--- src/sv/tcw_pkg.sv ---
// Shared types, constants and helpers of the text console writer.
package tcw_pkg;

   localparam int MAX_COLS   = 80;
   localparam int MAX_ROWS   = 25;
   localparam int TAB_SPACES = 4;
   localparam int CELLS      = MAX_COLS * MAX_ROWS;

   localparam int COL_W  = 7;
   localparam int ROW_W  = 5;
   localparam int LIN_W  = 12;
   localparam int ADDR_W = $clog2(CELLS + 1);
   localparam int TAB_W  = (TAB_SPACES > 1) ? $clog2(TAB_SPACES) : 1;
   localparam int QDEPTH = 2;
   localparam int QPTR_W = $clog2(QDEPTH);
   localparam int CSR_W  = 8;

   localparam logic [7:0] CH_NL    = 8'd10;
   localparam logic [7:0] CH_CR    = 8'd13;
   localparam logic [7:0] CH_BS    = 8'd8;
   localparam logic [7:0] CH_TAB   = 8'd9;
   localparam logic [7:0] CH_SPACE = 8'h20;

   localparam logic [7:0]       ATTR_RESET = 8'd15;
   localparam logic [COL_W-1:0] COLS_RESET = COL_W'(MAX_COLS);
   localparam logic [ROW_W-1:0] ROWS_RESET = ROW_W'(MAX_ROWS);

   typedef enum logic [1:0] {
      OP_PUT   = 2'd0,
      OP_SET   = 2'd1,
      OP_CLEAR = 2'd2,
      OP_READ  = 2'd3
   } opcode_type;

   typedef enum logic [1:0] {
      CSR_ATTR = 2'd0,
      CSR_COLS = 2'd1,
      CSR_ROWS = 2'd2
   } csr_index_type;

   typedef enum logic [2:0] {
      K_CHAR,
      K_NL,
      K_CR,
      K_BS,
      K_TAB,
      K_SET,
      K_CLEAR,
      K_READ
   } kind_type;

   typedef struct packed {
      kind_type         kind;
      logic [7:0]       ch;
      logic [COL_W-1:0] col;
      logic [ROW_W-1:0] row;
   } cmd_type;

   typedef struct packed {
      logic pop;
      logic init_busy;
   } back_stat_type;

   function automatic logic [LIN_W-1:0] mul_wr(input logic [COL_W-1:0] w,
                                               input logic [ROW_W-1:0] r);
      return LIN_W'(w) * LIN_W'(r);
   endfunction

   function automatic logic [ADDR_W-1:0] cell_addr(input logic [COL_W-1:0] c,
                                                   input logic [ROW_W-1:0] r,
                                                   input logic [COL_W-1:0] w);
      logic [LIN_W-1:0] s;
      s = LIN_W'(c) + mul_wr(w, r);
      return s[ADDR_W-1:0];
   endfunction

endpackage

--- src/sv/tcw_front.sv ---
// Front end: accepts commands, classifies them and queues them for the back end.
module tcw_front (
   input  logic                   clock,
   input  logic                   reset,
   input  logic                   start,
   output logic                   busy,
   input  logic [1:0]             req_opcode,
   input  logic [7:0]             req_char_code,
   input  logic [tcw_pkg::COL_W-1:0] req_col_in,
   input  logic [tcw_pkg::ROW_W-1:0] req_row_in,
   input  tcw_pkg::back_stat_type back_stat,
   output logic                   q_valid,
   output tcw_pkg::cmd_type       q_head
);
   import tcw_pkg::*;

   cmd_type           q_ff [QDEPTH];
   logic [QPTR_W-1:0] wr_ptr_ff, wr_ptr_in;
   logic [QPTR_W-1:0] rd_ptr_ff, rd_ptr_in;
   logic [QPTR_W:0]   count_ff, count_in;
   logic              push;
   cmd_type           cmd;

   always_comb begin
      cmd.ch  = req_char_code;
      cmd.col = req_col_in;
      cmd.row = req_row_in;
      unique case (req_opcode)
         OP_PUT: begin
            unique case (req_char_code)
               CH_NL:   cmd.kind = K_NL;
               CH_CR:   cmd.kind = K_CR;
               CH_BS:   cmd.kind = K_BS;
               CH_TAB:  cmd.kind = K_TAB;
               default: cmd.kind = K_CHAR;
            endcase
         end
         OP_SET:   cmd.kind = K_SET;
         OP_CLEAR: cmd.kind = K_CLEAR;
         default:  cmd.kind = K_READ;
      endcase
   end

   assign busy    = back_stat.init_busy || (count_ff == (QPTR_W+1)'(QDEPTH));
   assign push    = start && !busy;
   assign q_valid = (count_ff != '0);
   assign q_head  = q_ff[rd_ptr_ff];

   always_comb begin
      wr_ptr_in = push ? wr_ptr_ff + 1'b1 : wr_ptr_ff;
      rd_ptr_in = back_stat.pop ? rd_ptr_ff + 1'b1 : rd_ptr_ff;
      count_in  = count_ff + (QPTR_W+1)'(push) - (QPTR_W+1)'(back_stat.pop);
   end

   always_ff @(posedge clock) begin
      if (reset) begin
         wr_ptr_ff <= '0;
         rd_ptr_ff <= '0;
         count_ff  <= '0;
      end else begin
         wr_ptr_ff <= wr_ptr_in;
         rd_ptr_ff <= rd_ptr_in;
         count_ff  <= count_in;
      end
   end

   always_ff @(posedge clock) begin
      if (push) begin
         q_ff[wr_ptr_ff] <= cmd;
      end
   end

endmodule

--- config.mk ---
export PLATFORM = sky130hd
export DESIGN_NAME = tcw_front
export DESIGN_NICKNAME = d
export VERILOG_FILES = /design/src/sv/tcw_pkg.sv /design/src/sv/tcw_front.sv
export SDC_FILE = /design/constraint.sdc
export NUM_CORES = 1
export LEC_CHECK = 0
export BUFFER_PORTS_ARGS = -buffer_cell sky130_fd_sc_hd__buf_2
export CAP_MARGIN = 5
export CORE_MARGIN = 1.5
export CORE_UTILIZATION = 39
export CTS_BUF_LIST = sky130_fd_sc_hd__clkbuf_8
export CTS_CLUSTER_SIZE = 20
export DETAILED_ROUTE_END_ITERATION = 6
export PLACE_DENSITY_LB_ADDON = 0.12
export SLEW_MARGIN = 20
export SYNTH_ARGS = -nofsm -noshare
export SYNTH_HDL_FRONTEND = slang
export SYNTH_SLANG_ARGS = --single-unit
export TNS_END_PERCENT = 1
--- constraint.sdc ---
create_clock -name clock -period 7.2 [get_ports clock]
set_clock_uncertainty 0.05 [all_clocks]
set_input_delay 0 -clock clock [delete_from_list [all_inputs] [get_ports clock]]
set_output_delay 0 -clock clock [all_outputs]
set_load 0.005 [all_outputs]
==> reports/qor_table.md <==
| Quantity | This run |
|:---|:---|
| Run status | complete, no violations |
| Post-route design area | 2676 um^2 |
| Power dissipated by switching net loads | 0.1282 mW |
| Die area | 5609 um^2 |
| Kind of critical path | reg2out |
| Max-slew headroom at the worst pin | 30.58% |
| Multi-input gate area | 514.2 um^2 |
| Die boundary width | 74.89 um |
| Fraction of final layout cells sized beyond drive strength 1 | 48.19% |
| Tot GR Track Use | 13.62% |
| Estimated wirelength of the detail-placed design | 2406 um |
| Number of max-capacitance violations reported | 0 |
| IO Pins | 52 |
| Synthesized-area fraction occupied by adder cells | 2.483% |
| Worst path setup slack after routing | 5.270 ns |
| Standard cell with the maximum stage delay on the critical path | dfxtp_1 |
| Slew Viols, Final | 0 |
| Maximum fanout count along the critical path | 23 |
| Clock sink count | 51 |
| Inserted Diodes | 0 |
| Routed length per placed instance | 13.65 um |
| Type of the worst min-delay path | in2reg |
| Final-stage net count | 223 |
| Grt ovf | 0 |
| RSZ-0062 raised after global routing | no |
| Number of routed nets with antenna violations | 0 |
| Post-synth cell types | 23 |
| Fin. Hold Viols | 0 |
| Clk Latency, worst-skew pair | 0.29 ns |
| Total cell area at the placement stage | 2365 um^2 |
| Instance count after placement with tap cells included | 229 |
| Gpl congestion | 0.6883 |
| Pleak | 1.030 nW |
| Endpoint class of the critical path | primary output |
| Initial cell density of the core | 41.57% |
| Required time of the critical path | 7.15 ns |
| Dominant synthesized flop cell | edfxtp_1 |
| Number of buffers added by the clock tree synthesis step | 5 |
| Register area share after synthesis | 73.49% |
| Non-filler instance count after layout | 260 |
| First-pass GRT wire length | 5478 um |
| Number of synthesized register bits | 51 |
| Register-to-register path setup slack | 5.28 ns |
| Clock root buffer | clkbuf_8 |
| Pin count of the biggest net entering global routing | 24 |
| TritonCTS clock tree | yes |
| Total of endpoints with negative setup slack in the final report | 0 |
| Post-synth top area cell | edfxtp_1 |
| Total wire length | 3549 um |
| Number of instances in the synthesized netlist | 111 |
| Accumulated negative setup slack | 0 ns |
| Portion of synthesized cell area occupied by the leading cell type | 68.53% |
| Antenna violations before repair | 0 |
| Number of inserted filler cells in the final layout | 428 |
| Highest clock rate | 518.2 MHz |
| Drt pass-1 iters | 4 |
| Proportion of power drawn by the clock network | 26.1% |
| Switching portion of total power | 22.06% |
| Post-layout min period | 1.930 ns |
| Row Count | 25 |
| Remaining design rule violation count | 0 |
| Worst endpoint data arrival time | 1.88 ns |
| Measured slew at the worst slew-check pin | 1.040 ns |
| Final clock period utilization by the worst path | 26.80% |
| Xor/xnor share of the synthesized area | 1.304% |
| Synth Net Count | 142 |
| Proportion of power drawn by combinational gates | 13.8% |
| Ranking of synthesized cells by area | edfxtp_1 (69%), mux2_2 (13%), dfxtp_1 (5.0%) |
| Share of synthesized cell area in and, or, nand and nor gates | 5.711% |
| Maximum resistive drop on vdd | 0.09999 mV |
| Post-synthesis cell area | 2016 um^2 |
| Syn. warnings | 0 |
| Worst Setup Start Kind | flop |
| Synthesis-to-finish area growth | 32.77% |
| Worst Hold Margin | 0.02216 ns |
| Number of DRC markers in iteration 0 | 45 |
| Via count of the first global-routing pass | 1199 |
| EDFF count, synth | 46 |
| Footprint of the flip-flops and latches | 1481 um^2 |
| Per-instance average area after synthesis | 18.16 um^2 |
| Cell with the most instances after synthesis | edfxtp_1 |
| Share of flip-flops with an asynchronous set or reset | 0% |
| Pre-CTS setup slack | 5.281 ns |
| Height of the chip | 74.89 um |
| Internal cell power | 0.4532 mW |
| Post-DR vias/cell | 4.600 |
| Share of cell area taken by muxes after synthesis | 13.59% |
| Top cells by instance count after synthesis | edfxtp_1 (46), mux2_2 (23), nor2_1 (7) |
| Clock-pin transition on the worst setup and hold timing paths | 0.08 ns |
| Combinational family with the most area after synthesis | multiplexers |
| Share of the synthesized area in compound gates (AO/OA/AOI/OAI) | 2.173% |
| Total power density per cell area | 217.2 nW/um^2 |
| Largest incremental delay on the critical path | 1.01 ns |
| Sequential share of power | 60.1% |
| Core ar. | 4848 um^2 |
| Port Buffer Count | 51 |
| Cell-by-cell listing of the critical path | mux2_2 > buf_2 |
| Via count | 1196 |
| Number of H-tree levels | 2 |
| Buffer depth of the longest clock path | 2 |
-- cell type report --
class,instances,share of cell area (%)
Tap cell,67,3.132
Inverter,4,0.5610
Multi-Input combinational cell,54,19.21
Clock inverter,3,0.4675
Clock buffer,5,2.571
Sequential cell,51,55.35
Timing Repair Buffer,76,18.70
-- sequential cells by signal, summed over array words and instances (netlist names), named ones only --
name / cells
count_ff: 2
q_ff: 46
rd_ptr_ff: 1
wr_ptr_ff: 1
-- path summary, 6_finish.rpt --
check                      from  cells after the start           to
setup / recovery           flop                      2   q_head[12]
hold / removal    req_opcode[1]                      3  q_ff[1][21]
setup reg to reg    count_ff[1]                      8  count_ff[1]
hold reg to reg     count_ff[1]                      2  count_ff[1]
-- routing by layer --
layer / global-route usage, % / up-vias / part of all wire [%]
met2: 23.01 / 32 / 51
met5: 0 / - / 0
li1: - / 580 / -
met4: 5.455 / 0 / 1.6
met1: 16.13 / 578 / 42
met3: 4.418 / 6 / 5.2
-- worst max-delay path: cells and delay by family (launching register included) --
family	cells	cell delay (ns)
buffers and inverters	1	0.13
DFF	1	1.01
muxes	1	0.44
-- power by group through the flow --
stage                     Clock, mW  Combinational [mW]  Sequential [mW]
final                         0.152              0.0803            0.350
after global routing          0.171              0.0889            0.352
after CTS                     0.158              0.0818            0.350
after detailed placement          0              0.0714            0.357
after global placement            0              0.0696            0.356
after floorplan                   0              0.0427            0.351
-- kinds of logic after synthesis --
family	Yosys count
compound gates	4
flops	51
simple gates	19
fa+ha+maj	4
buf+inv	6
xor+xnor	3
mux	24
-- repair_timing --
action                     in CTS  in global routing
setup endpoints to repair       0                  0
resized for setup               0                  0
hold buffers                   23                  0
setup buffers                   0                  0
hold endpoints to repair       44                  0
-- cells in the final DEF (no fill, tap or decap), types with 2 or more instances in the layout --
cell type / instances
nor2_2: 2
dlygate4sd3_1: 23
dfxtp_1: 5
clkbuf_8: 5
mux2_2: 23
inv_1: 6
nor2_1: 5
edfxtp_1: 46
or2_2: 2
buf_2: 51
ha_1: 4
nor2b_1: 3
buf_4: 2
xnor2_1: 2
-- through the flow --
stage	power (mW)	util, %
2_1_floorplan	0.3937	-
3_3_place_gp	0.4253	48.77
3_5_place_dp	0.4282	48.77
4_1_cts	0.5895	55.20
5_1_grt	0.6115	55.20
6_report	0.5814	55.20
(Power assumes the default switching activity.)
